`config.mk`:
```
export PLATFORM = sky130hd
export DESIGN_NAME = tasp_queue
export DESIGN_NICKNAME = d
export VERILOG_FILES = /design/src/design/tasp_pkg.sv /design/src/design/tasp_queue.sv
export SDC_FILE = /design/constraint.sdc
export NUM_CORES = 1
export LEC_CHECK = 0
export BUFFER_PORTS_ARGS = -buffer_cell sky130_fd_sc_hd__buf_2
export CAP_MARGIN = 20
export CORE_ASPECT_RATIO = 0.7
export CORE_MARGIN = 4
export CORE_UTILIZATION = 40
export CTS_CLUSTER_SIZE = 40
export DETAILED_ROUTE_END_ITERATION = 8
export GPL_TIMING_DRIVEN = 0
export PLACE_DENSITY = 0.69
export SLEW_MARGIN = 20
export SYNTH_ARGS = -nofsm -noshare
export SYNTH_HDL_FRONTEND = slang
export SYNTH_SLANG_ARGS = --single-unit
```
`constraint.sdc`:
```
create_clock -name i_clk -period 12.83 [get_ports i_clk]
set_clock_uncertainty 0.1 [all_clocks]
set_input_delay 0.6415 -clock i_clk [delete_from_list [all_inputs] [get_ports i_clk]]
set_output_delay 0.6415 -clock i_clk [all_outputs]
set_load 0.005 [all_outputs]
```
`src/design/tasp_pkg.sv`:
```
// Shared types and constants of the transient alias slot planner.
`timescale 1ns / 1ps
package tasp_pkg;
    localparam int MaxResourcesDefault = 32;

    localparam logic [1:0] KindAssign  = 2'd0;
    localparam logic [1:0] KindSummary = 2'd1;
    localparam logic [1:0] KindError   = 2'd2;

    localparam logic [2:0] StatOk       = 3'd0;
    localparam logic [2:0] StatLifetime = 3'd1;
    localparam logic [2:0] StatDup      = 3'd2;
    localparam logic [2:0] StatOverflow = 3'd3;
    localparam logic [2:0] StatTooMany  = 3'd4;

    localparam int InWidth  = 200;
    localparam int OutWidth = 184;

    // One stored lifetime as it travels from the front part to the back part.
    typedef struct packed {
        logic [31:0] id;
        logic [31:0] first;
        logic [31:0] final_p;
        logic [63:0] size;
        logic [31:0] key;
        logic        transient;
        logic        alias_ok;
    } t_entry;

    // Control item of the queue: one entry, with flags for the end of a plan and too many entries.
    typedef struct packed {
        logic   is_end;
        logic   too_many;
        t_entry ent;
    } t_qitem;
endpackage

```
`src/design/tasp_queue.sv`:
```
// Two-entry queue between the front and the back part.
`timescale 1ns / 1ps
module tasp_queue
    import tasp_pkg::*;
(
    input  logic   i_clk,
    input  logic   i_rst_n,
    input  logic   i_valid,
    output logic   o_ready,
    input  t_qitem i_item,
    input  logic   i_store,
    output logic   o_valid,
    input  logic   i_ready,
    output t_qitem o_item,
    output logic   o_store
);
    t_qitem r_mem [2];
    logic   r_st  [2];
    logic   r_wp, r_rp;
    logic [1:0] r_cnt;
    logic   w_push, w_pop;

    assign o_ready = (r_cnt != 2'd2);
    assign o_valid = (r_cnt != 2'd0);
    assign w_push  = i_valid && o_ready;
    assign w_pop   = o_valid && i_ready;
    assign o_item  = r_mem[r_rp];
    assign o_store = r_st[r_rp];

    always_ff @(posedge i_clk) begin
        if (w_push) begin
            r_mem[r_wp] <= i_item;
            r_st[r_wp]  <= i_store;
        end
    end

    always_ff @(posedge i_clk) begin
        if (!i_rst_n) begin
            r_wp <= 1'b0; r_rp <= 1'b0; r_cnt <= '0;
        end else begin
            if (w_push) r_wp <= ~r_wp;
            if (w_pop) r_rp <= ~r_rp;
            r_cnt <= r_cnt + {1'b0, w_push} - {1'b0, w_pop};
        end
    end
endmodule

```
==> results.toml <==
[synth]
ys_ff_latch = 399
syn_nets = 840
synth_area_mm2 = 0.0150
netlist_top_cells_area = "edfxtp_1 (79%), mux2_4 (13%), mux2_2 (5.0%)"
synthDistinctLibCells = 18
synthCells = 637
yosysWarnings = 0
synth.largest_area_cell = "edfxtp_1"
synth-seq-area-share = 0.796
synth_top_area_share = 0.790
syn_area_per_cell_um2 = 23.5

[final_layout]
area_growth_pct = 28.1
seq_area_mm2 = 0.0119
stdcell_area_mm2 = 0.0192
drive_above_1_share = 0.620
most-common-layout-cells = "buf_2 (405), edfxtp_1 (394), mux2_4 (130), mux2_2 (67), clkbuf_16 (41)"
layout.nets = 1294
fill_cells = 3002
final_cells = 1609
layout_commonest_cell = "buf_2"
multi_input_comb_area_mm2 = 0.00285
final_core_util = 0.518

[worst_hold_path]
worst_hold_path_type = "in2reg"

[global_route]
grt_overflow_total = 0
grt_pass1_wl_mm = 46.2
grt_pass1_vias = 7955
grt_usage = 0.148
antenna_found_initial = 11
grt_max_degree = 51

[power]
comb_power_share = 0.248
intPower_mw = 2.80
switching_power_mw = 0.926
p_per_area_mw_per_mm2 = 194
power_mw = 3.72
leakage_nw = 7.43
max-vdd-ir-drop_mv = 0.127
share_seq_of_total_power = 0.449
swShare = 0.249
clock_power_share = 0.303

[sta]
tns_ns = 0
min_period_ns = 2.64
holdWs_ns = 0.209
hold_violations = 0
fmax_mhz = 378
setup_violations = 0
rsz0062_at_grt = "no"
tightest_slew_ns = 0.429
postLayoutSetupSlackWorst_ns = 10.19
maxSlewViolCount = 0
finalCritPeriodShare = 0.206
slew_headroom = 0.713

[placed_design]
port_buffers = 399
place_inst = 1537
gp_congestion = 0.751
placed_cell_area_mm2 = 0.0179
pre_cts_slack_ns = 10.28
dp.final_hpwl_mm = 22.8

[floorplan]
ios = 400
num_rows = 59
start_util = 0.404
die_y_um = 170
die_w_um = 239
fp.dieArea_mm2 = 0.0407
coreArea_mm2 = 0.0371

[worst_setup_path]
worstPathArrival_ns = 1.90
crit_required_ns = 12.09
worstPathCellList = "buf_6 > buf_6 > buf_6 > mux2_4 > buf_2"
slowest_delay_ns = 0.34
endpoint_kind = "primary output"
critical_path_class = "reg2out"
crit_path_frequent_cell = "buf_6"
cp_num_buf_inv = 4
cp_max_fo = 10
crit_slowest_cell = "mux2_4"
start_kind = "flip-flop"
cp_top_family = "buffers and inverters"

[routing]
first_pass_iters = 5
drtIter0Drc = 336
drc_errors = 0
wirelength_mm = 31.7
post_drt_wl_per_cell_um = 19.7
via_count = 7496
avgViaCountPerCell = 4.66
antenna_left = 0

[clock_network]
cts_root_buffer = "clkbuf_16"
hold_buffers = 0
cts_sinks = 399
ctsResizeCount = 0
cts_buffers = 40
cts-htree-levels = 2
cts_setup_buffers = 0
cts_tree = "done"
path_clk_slew_ns = 0.06
cts_buffer_depth = 3
clk_latency_ns = 0.52

[run]
cap_violations = 0

[outcome]
status = "completed"
-- power by group through the flow --
stage / combinational, mW / sequential [mW] / clock (mW)
after floorplan: 0.539 / 1.75 / 0
after global placement: 0.888 / 1.79 / 0
after detailed placement: 0.944 / 1.70 / 0
after CTS: 0.949 / 1.67 / 1.17
after global routing: 0.995 / 1.68 / 1.23
final: 0.923 / 1.67 / 1.13
-- cell usage after synthesis --
library cell	count
edfxtp_1	394
mux2_4	130
mux2_2	67
buf_6	16
buf_2	6
dfxtp_1	5
xnor2_1	3
and2_1	2
ha_1	2
nand2_1	2
nand2b_1	2
nor2b_1	2
and3_1	1
inv_1	1
mux2i_1	1
nor2_1	1
o21a_1	1
or2_2	1
-- layer usage --
metal / global-route usage / routed length (µm) / vias to the layer above / part of all wire
li1: - / - / 3446 / -
met1: 0.173 / 12100 / 3689 / 0.38
met2: 0.258 / 15900 / 285 / 0.50
met3: 0.0556 / 2880 / 66 / 0.091
met4: 0.0444 / 774 / 10 / 0.024
met5: 0 / 62 / - / 0.0020
-- worst register-to-register path: cells and delay by family (launching register included) --
kind / cells / cell delay, ns
simple gates: 3 / 0.71
buf+inv: 4 / 0.85
flops: 1 / 0.36
-- final cells by class --
cell class,count,share of cell area
Clock buffer,49,0.0550
Antenna cell,4,0.000521
Tap cell,488,0.0318
Sequential cell,399,0.622
Buffer,22,0.0110
Multi-Input combinational cell,215,0.148
Inverter,1,0.000196
Timing Repair Buffer,412,0.121
Clock inverter,19,0.0108
-- sequential cells by signal, indices dropped and copies added (netlist names), named ones only --
signal,flops
r_mem,392
r_cnt,2
r_st,2
r_rp,1
r_wp,1
-- cells by family (layout without fill, tap and decap cells) --
family / count (synthesis) / count (layout) / share of synthesized area
XOR/XNOR: 3 / 3 / 0.00175
flip-flops: 399 / 399 / 0.796
other: 0 / 4 / 0
AO/OA/AOI/OAI: 1 / 1 / 0.000501
adder cells (fa/ha/maj): 2 / 2 / 0.00167
AND/OR/NAND/NOR: 11 / 11 / 0.00409
multiplexers: 198 / 198 / 0.181
buffers and inverters: 23 / 503 / 0.0143
-- worst paths after layout --
path                            start                      end  slack [ns]  cells past startpoint
hold / removal             i_item[10]   r_mem[0][10]$_DFFE_PP_        0.21                      1
setup reg to reg  r_cnt[0]$_SDFF_PN0_  r_mem[0][130]$_DFFE_PP_       10.49                      7
hold reg to reg     r_rp$_SDFFE_PN0P_        r_rp$_SDFFE_PN0P_        0.44                      2
setup / recovery            flip-flop              o_item[110]       10.19                      5
Note: power is estimated with default switching activity, not from simulation.
