--- config.mk ---
export PLATFORM = sky130hd
export DESIGN_NAME = tasp_front
export DESIGN_NICKNAME = d
export VERILOG_FILES = /design/src/design/tasp_pkg.sv /design/src/design/tasp_front.sv
export SDC_FILE = /design/constraint.sdc
export NUM_CORES = 1
export LEC_CHECK = 0
export BUFFER_PORTS_ARGS = -buffer_cell sky130_fd_sc_hd__buf_2
export CORE_AREA = 10 10 150 152
export DETAILED_ROUTE_END_ITERATION = 7
export DIE_AREA = 0 0 160 162
export PLACE_DENSITY = 0.41
export SYNTH_ARGS = -nofsm -noshare
export SYNTH_HDL_FRONTEND = slang
export SYNTH_SLANG_ARGS = --single-unit
--- constraint.sdc ---
create_clock -name i_clk -period 3.4 [get_ports i_clk]
set_input_delay 0.34 -clock i_clk [delete_from_list [all_inputs] [get_ports i_clk]]
set_output_delay 0.34 -clock i_clk [all_outputs]
set_load 0.05 [all_outputs]
--- src/design/tasp_pkg.sv ---
// Shared types and constants of the transient alias slot planner.
`timescale 1ns / 1ps
package tasp_pkg;
    localparam int MaxResourcesDefault = 32;

    localparam logic [1:0] KindAssign  = 2'd0;
    localparam logic [1:0] KindSummary = 2'd1;
    localparam logic [1:0] KindError   = 2'd2;

    localparam logic [2:0] StatOk       = 3'd0;
    localparam logic [2:0] StatLifetime = 3'd1;
    localparam logic [2:0] StatDup      = 3'd2;
    localparam logic [2:0] StatOverflow = 3'd3;
    localparam logic [2:0] StatTooMany  = 3'd4;

    localparam int InWidth  = 200;
    localparam int OutWidth = 184;

    // One stored lifetime as it travels from the front part to the back part.
    typedef struct packed {
        logic [31:0] id;
        logic [31:0] first;
        logic [31:0] final_p;
        logic [63:0] size;
        logic [31:0] key;
        logic        transient;
        logic        alias_ok;
    } t_entry;

    // Control item of the queue: one entry, with flags for the end of a plan and too many entries.
    typedef struct packed {
        logic   is_end;
        logic   too_many;
        t_entry ent;
    } t_qitem;
endpackage

--- src/design/tasp_front.sv ---
// Front part: accepts input items, unpacks and counts them and marks plan ends.
`timescale 1ns / 1ps
module tasp_front
    import tasp_pkg::*;
#(
    parameter int MAX_RESOURCES = MaxResourcesDefault
) (
    input  logic                i_clk,
    input  logic                i_rst_n,
    input  logic                s_axis_tvalid,
    output logic                s_axis_tready,
    input  logic [InWidth-1:0]  s_axis_tdata,   // id, first, final, size, transient, alias, key
    input  logic                s_axis_tlast,
    output logic                o_q_valid,
    input  logic                i_q_ready,
    output t_qitem              o_q_item,
    output logic                o_q_store      // entry is to be stored
);
    localparam int CW = $clog2(MAX_RESOURCES + 1);
    logic [CW-1:0] r_count, n_count;
    logic          r_err, n_err;
    logic          w_room;

    assign w_room        = (r_count < CW'(MAX_RESOURCES));
    assign s_axis_tready = i_q_ready;
    assign o_q_valid     = s_axis_tvalid;
    assign o_q_store     = w_room;

    always_comb begin
        o_q_item.ent.id        = s_axis_tdata[31:0];
        o_q_item.ent.first     = s_axis_tdata[63:32];
        o_q_item.ent.final_p   = s_axis_tdata[95:64];
        o_q_item.ent.size      = s_axis_tdata[159:96];
        o_q_item.ent.transient = s_axis_tdata[160];
        o_q_item.ent.alias_ok  = s_axis_tdata[161];
        o_q_item.ent.key       = s_axis_tdata[193:162];
        o_q_item.is_end        = s_axis_tlast;
        o_q_item.too_many      = r_err | ~w_room;
    end

    always_comb begin
        n_count = r_count;
        n_err   = r_err;
        if (s_axis_tvalid && i_q_ready) begin
            if (w_room) n_count = r_count + 1'b1;
            else n_err = 1'b1;
            if (s_axis_tlast) begin
                n_count = '0;
                n_err   = 1'b0;
            end
        end
    end

    always_ff @(posedge i_clk) begin
        if (!i_rst_n) begin
            r_count <= '0;
            r_err   <= 1'b0;
        end else begin
            r_count <= n_count;
            r_err   <= n_err;
        end
    end
endmodule

==> implementation parameters, run 1 <==
Parameter                              Value

Synthesis
  Sequential element share of the synthesized area ... 0.07671
  Most instantiated cells after synthesis ... sky130_fd_sc_hd__buf_4, sky130_fd_sc_hd__dfxtp_1
  Post-Synthesis Net Count ... 444
  Count leader, synth ... sky130_fd_sc_hd__buf_4
  Leading area contributor after synthesis ... sky130_fd_sc_hd__buf_4
  Combined area of all synthesized cells ... 1827 sq um
  Top_reg_cell synth ... sky130_fd_sc_hd__dfxtp_1
  Synthesis Warnings ... 0
  Number of cells produced by synthesis ... 238
  Synthesized area per cell ... 7.675 sq um
  Flop and latch count out of synthesis ... 7
  Cell types occupying the most area after synthesis ... sky130_fd_sc_hd__buf_4, sky130_fd_sc_hd__dfxtp_1, sky130_fd_sc_hd__or4_1, sky130_fd_sc_hd__a21oi_1, sky130_fd_sc_hd__nand3_1
  Top-area cell type share of the netlist area ... 0.8096
  Number of library cell types mapped by synthesis ... 19
  Fraction of synthesis flops using an asynchronous set or reset pin ... 0
  Number of enable flip-flop cells after synthesis ... 0

CTS
  TritonCTS clock tree ... yes
  Clk_lat worst skew ... 0.23 ns
  # clock sinks ... 7
  Clock transition at the registers of the reported paths ... 0.04 ns
  Post-CTS Setup Repair Bufs ... 0
  Clock Path Buffers ... 2
  Clock buffer count from CTS ... 3
  Post-cts sizing count ... 0
  H-tree lvl count ... 1
  Root buffer selected by CTS ... sky130_fd_sc_hd__clkbuf_16
  Number of buffers added to fix hold violations after cts ... 0

Placed design
  PortBufs ... 9
  Post-DP Area ... 713.2 sq um
  HPWL Detailed ... 3343 um
  Number of cells after detailed placement ... 314
  RePlAce Congestion ... 0.6808

Flow run
  Maximum capacitance violations ... 0

STA
  Hold Fails Final Rpt ... 0
  Final setup violating endpoints ... 0
  Achievable frequency ... 0.7018 GHz
  Period utilisation layout ... 0.4191
  Minimum period implied by the final worst setup slack ... 1.425 ns
  Worst setup skew after layout ... 0.0006722 ns
  Max Transition Viols Final ... 0
  Max-slew headroom at the worst pin ... 0.7632
  Slew of the pin with the lowest slew margin ... 0.3545 ns
  Setup repair after global routing missed its margin ... false
  Setup TNS ... 0 ns

GRT
  Tot GR Track Use ... 0.02711
  Largest net degree at the start of global routing ... 12
  Via count of the first global-routing pass ... 653
  Total grt overflow ... 0
  Wire length of the first global-routing pass ... 4926 um
  Initial antenna violation count ... 0

Power
  Power Total ... 306.4 uW
  Power density over the cells ... 386.9 nW/um^2
  Leakage ... 0.1833 nW
  Maximum vdd drop ... 0.1018 mV

Detailed routing
  Routed wire per std cell ... 12.56 um
  Starting DRC count in detailed routing ... 13
  DRC violations left ... 0
  Drt first pass iters ... 4
  Vias after detailed routing ... 641
  Average via count per standard cell ... 2.016
  Count of antenna-violating nets left after detailed routing ... 0
  Detailed Route WL ... 3995 um

Die
  Die outline width ... 160 um
  Starting density of the core ... 0.09417
  Die footprint ... 25,920 sq um
  Row count ... 51
  Chip Height ... 162 um
  IO Pins ... 404
  Standard cell core area ... 19,400 sq um

Layout
  Total non-filler cell area in the finished layout ... 792.0 sq um
  Ratio of cells with drive above 1 in the final layout ... 0.2642
  Antenna diodes ... 0
  Area taken by multi-input logic gates ... 188.9 sq um
  Total area of sequential cells ... 140.1 sq um
  Number of nets at the end of the flow ... 260
  Post-route core utilization ... 0.04083
  Fillcell total ... 2,335
  Count of placed standard cells in the final layout, fillers left out ... 318
  Area growth from synthesis to layout ... -56.64%

Worst setup path
  Critical path endpoint category ... primary output
  Setup crit start kind ... flop
  Biggest fanout along the worst timing path ... 7
  Critical Setup Path Class ... flop to primary output
  Arrival time at the worst endpoint ... 1.08 ns
  CP Data Required Time ... 3.06 ns

Run status
  Result of the run ... completed

Worst hold path
  Worst hold path type ... input port to flop
==> routing by layer <==
metal | GRT usage | share of wire | vias to the layer above
li1 | - | - | 176
met2 | 0.04435 | 0.47 | 120
met4 | 0.06386 | 0.22 | 0
met3 | 0.01744 | 0.19 | 111
met1 | 0.008295 | 0.12 | 234
met5 | 0 | 0 | -
==> final timing paths <==
path	from	end	slack, ns	cells past startpoint
worst max-delay path	r_count[5]	o_q_item[194]	1.98	2
worst min-delay path	i_rst_n	r_count[0]	0.39	3
worst max register to register	r_count[0]	r_count[4]	2.10	4
worst min register to register	r_err	r_err	0.49	2
==> critical path, stage by stage, from the launching register on <==
cell                      delay, ns
sky130_fd_sc_hd__dfxtp_1       0.35
sky130_fd_sc_hd__or2_2         0.28
sky130_fd_sc_hd__buf_2         0.21
==> where the power goes <==
group	internal (mW)	total (mW)	leakage (nW)	switching [mW]
Clock	0.156	0.205	0.0382	0.0482
Combinational	0.00446	0.0178	0.0887	0.0133
Sequential	0.0833	0.0841	0.0565	0.000808
Total	0.244	0.306	0.183	0.0624
==> area by class of cell <==
cell class	count	share of cell area
Clock buffer	4	0.09953
Tap cell	265	0.4186
Timing Repair Buffer	9	0.05687
Sequential cell	7	0.1769
Inverter	2	0.009479
Multi-Input combinational cell	31	0.2385
==> registers in the layout (all words and copies together) (netlist names) <==
signal,cells
r_count,6
r_err,1
==> placed cells by master, fill, tap and decap left out, drive strengths merged <==
master  Yosys  layout
o31a        1       1
or4b        1       1
nand3       4       4
o21ai       2       2
nand2b      1       1
nor2        2       2
or4         4       4
or2         1       1
nor2b       1       1
nand3b      1       1
clkbuf      0       4
ha          1       1
inv         2       2
buf       198       9
o31ai       2       2
a31oi       2       2
dfxtp       7       7
nand2       4       4
a21oi       4       4
==> cells by family (layout without fill, tap and decap cells) <==
| group | after synthesis | count (layout) | share of synthesized area |
|---|---|---|---|
| AOI/OAI and AO/OA | 11 | 11 | 0.03698 |
| adders and majority gates | 1 | 1 | 0.006848 |
| buffers and inverters | 200 | 15 | 0.8199 |
| DFF | 7 | 7 | 0.07671 |
| and+or+nand+nor | 19 | 19 | 0.05960 |
==> metrics by stage <==
step,worst slack [ns],hold WS [ns]
finish,1.975,0.3912
global route,1.920,0.4219
CTS,1.971,0.3956
detailed placement,1.976,0.4794
global placement,2.006,0.4452
floorplan,2.197,0.4293
Power figures use the tool's default switching activity.
==> run 2, diff against run 1 <==
--- a/config.mk
+++ b/config.mk
@@ -6,10 +6,10 @@
 export NUM_CORES = 1
 export LEC_CHECK = 0
 export BUFFER_PORTS_ARGS = -buffer_cell sky130_fd_sc_hd__buf_2
-export CORE_AREA = 10 10 150 152
+export CORE_AREA = 10 10 147 149
 export DETAILED_ROUTE_END_ITERATION = 7
-export DIE_AREA = 0 0 160 162
-export PLACE_DENSITY = 0.41
+export DIE_AREA = 0 0 157 159
+export PLACE_DENSITY = 0.43
 export SYNTH_ARGS = -nofsm -noshare
 export SYNTH_HDL_FRONTEND = slang
 export SYNTH_SLANG_ARGS = --single-unit
==> constraint.sdc (replaced) <==
create_clock -name i_clk -period 1.47 [get_ports i_clk]
set_input_delay 0.147 -clock i_clk [delete_from_list [all_inputs] [get_ports i_clk]]
set_output_delay 0.147 -clock i_clk [all_outputs]
set_load 0.05 [all_outputs]
==> run 2 against run 1 <==
Effect of this change: clock power grew 130%; sequential share of layout area rose by 0.91 points; die area fell by 3.7%; core utilization barely moved; clock-buffer cell count unchanged; critical path depth rose by 2; clock skew about the same; sequential power up 130%.
==> implementation parameters, run 2 (synthesized netlist as in run 1, its figures left out) <==
Parameter                              Value

CTS
  Clock Path Buffers ... 2 (unchanged)
  Root buffer selected by CTS ... sky130_fd_sc_hd__clkbuf_16
  H-tree lvl count ... 1 (unchanged)
  Clk_lat worst skew ... 0.23 ns (about the same)
  Clock buffer count from CTS ... 3 (unchanged)
  Post-cts sizing count ... 0 (unchanged)
  Number of buffers added to fix hold violations after cts ... 0 (unchanged)
  Clock transition at the registers of the reported paths ... 0.04 ns (about the same)
  TritonCTS clock tree ... yes
  # clock sinks ... 7 (unchanged)
  Post-CTS Setup Repair Bufs ... 0 (unchanged)

Layout
  Antenna diodes ... 0 (unchanged)
  Fillcell total ... 2,168 (-7.2%)
  Post-route core utilization ... 0.04054 (-0.0002895)
  Most flops, register ... r_count
  Number of nets at the end of the flow ... 260 (unchanged)
  Count of placed standard cells in the final layout, fillers left out ... 287 (-9.7%)
  Most common cell after layout, fill and taps aside ... sky130_fd_sc_hd__buf_2
  Commonest cells after routing, fill and taps aside ... sky130_fd_sc_hd__buf_2, sky130_fd_sc_hd__dfxtp_1
  Ratio of cells with drive above 1 in the final layout ... 0.2642 (unchanged)
  Area growth from synthesis to layout ... -58.77%
  Flip-flop count of the largest register, all copies and words added ... 6 (unchanged)
  Biggest regs ... r_count x6, r_err x1

Detailed routing
  Drt first pass iters ... 4 (unchanged)
  Vias after detailed routing ... 638 (-0.47%)
  Routed wire per std cell ... 17.18 um (+37%)
  Starting DRC count in detailed routing ... 12 (-1)
  Count of antenna-violating nets left after detailed routing ... 0 (unchanged)
  Average via count per standard cell ... 2.223 (+10%)
  DRC violations left ... 0 (unchanged)
  Detailed Route WL ... 4932 um (+23%)

Worst setup path
  Start point of the critical path ... r_count[0]
  Arrival time at the worst endpoint ... 1.46 ns (+0.38 ns)
  Critical path endpoint category ... flop
  Biggest fanout along the worst timing path ... 5 (-2)
  CP peak stage delay ... 0.41 ns (+0.06 ns)
  Setup crit start kind ... flop
  Library cell contributing the largest single delay on the critical path ... sky130_fd_sc_hd__or4_1
  Worst R2R Start ... r_count[0]
  Critical Setup Path Class ... flop to flop
  Worst path cell trace ... ha_1 -> nand3_1 -> or4_1 -> a21oi_1
  CP Data Required Time ... 1.63 ns (-1.43 ns)

GRT
  Layer with the highest usage ... met2
  Tot GR Track Use ... 0.03504 (+0.007934)
  Total grt overflow ... 0 (unchanged)
  Wire length of the first global-routing pass ... 6003 um (+22%)
  Global routing usage on met3 ... 0.05073 (+0.03329)
  GR Layer Usage met1 ... 0.008886 (+0.0005910)
  Via count of the first global-routing pass ... 657 (+0.61%)
  Initial antenna violation count ... 0 (unchanged)
  Met2 track demand over resource in global routing ... 0.05112 (+0.006767)
  Largest net degree at the start of global routing ... 12 (unchanged)

STA
  Final WS setup ... 0.1781 ns (-1.797 ns)
  Hold Fails Final Rpt ... 0 (unchanged)
  Achievable frequency ... 0.7740 GHz
  Setup TNS ... 0 ns (unchanged)
  Setup repair after global routing missed its margin ... false
  Minimum period implied by the final worst setup slack ... 1.292 ns
  Period utilisation layout ... 0.8789
  Max-slew headroom at the worst pin ... 0.7444 (-0.01880)
  Final setup violating endpoints ... 0 (unchanged)
  Slew of the pin with the lowest slew margin ... 0.3827 ns (+0.02814 ns)
  Worst setup skew after layout ... 0.0009316 ns (+0.0002595 ns)
  Max Transition Viols Final ... 0 (unchanged)

Power
  Maximum vdd drop ... 0.3196 mV (+210%)
  Power density over the cells ... 939.6 nW/um^2 (+140%)
  Leakage ... 0.1833 nW (unchanged)

Die
  Standard cell core area ... 18,580 sq um (-4.2%)
  Die outline width ... 157 um (-1.9%)
  Chip Height ... 159 um (-1.9%)
  Row count ... 50 (-2.0%)
  Die footprint ... 24,960 sq um (-3.7%)
  IO Pins ... 404 (unchanged)
  Starting density of the core ... 0.09832 (+0.004147)

Placed design
  RePlAce Congestion ... 0.6779 (-0.43%)
  PortBufs ... 9 (unchanged)
  HPWL Detailed ... 4289 um (+28%)
  Number of cells after detailed placement ... 283 (-9.9%)
  Pre-CTS WS ... 0.1934 ns (-1.783 ns)

Worst hold path
  Worst hold path type ... input port to flop
  Hold Startpoint ... i_q_ready

Flow run
  Maximum capacitance violations ... 0 (unchanged)

Run status
  Result of the run ... completed
-- run 2: cell counts in the layout (fill, tap and decap cells not counted) --
No cell type changed its count.
-- run 2: path summary, 6_finish.rpt --
| path | slack [ns] | end | cells past startpoint |
|---|---|---|---|
| setup reg to reg | 0.18 | r_count[4] | 4 |
| hold / removal | 0.21 | r_err | 3 |
| setup / recovery | 0.18 | r_count[4] | 4 |
| hold reg to reg | 0.46 | r_err | 2 |
-- run 2: critical path: cells and delay by family (launching register included) --
family | cells | cell delay (ns)
compound gates | 1 | 0.15
simple gates | 2 | 0.51
flops | 1 | 0.37
fa+ha+maj | 1 | 0.19
-- run 2: metrics by stage --
stage | hold WS, ns | cell area, sq um | power [mW]
3_5_place_dp | 0.2943 | 674.4 | 0.2393
2_1_floorplan | 0.2981 | 1827 | 1.654
4_1_cts | 0.2099 | 753.2 | 0.7179
3_3_place_gp | 0.2943 | 674.4 | 0.2384
6_report | 0.2069 | 753.2 | 0.7077
5_1_grt | 0.2415 | 753.2 | 0.7350
-- run 2: layout make-up --
cell class                 count  area [sq um]  area share
multi-input combinational     31         188.9      0.2508
tap                          234         292.8      0.3887
sequential                     7         140.1      0.1860
timing repair buffer           9         45.04     0.05980
inverter                       2         7.507    0.009967
clock buffer                   4         78.83      0.1047
-- run 2: power by group --
part | switching, mW | internal [mW] | total [mW]
combinational | 0.0314 | 0.0103 | 0.0417
sequential | 0.00165 | 0.193 | 0.194
clock | 0.110 | 0.362 | 0.472
total | 0.143 | 0.564 | 0.708
-- run 2: routing by layer --
metal	part of all wire	wire, um	vias to the layer above
li1	-	-	176
met1	0.10	509	210
met2	0.44	2177	165
met3	0.31	1524	85
met4	0.14	679	2
met5	0.0083	41	-
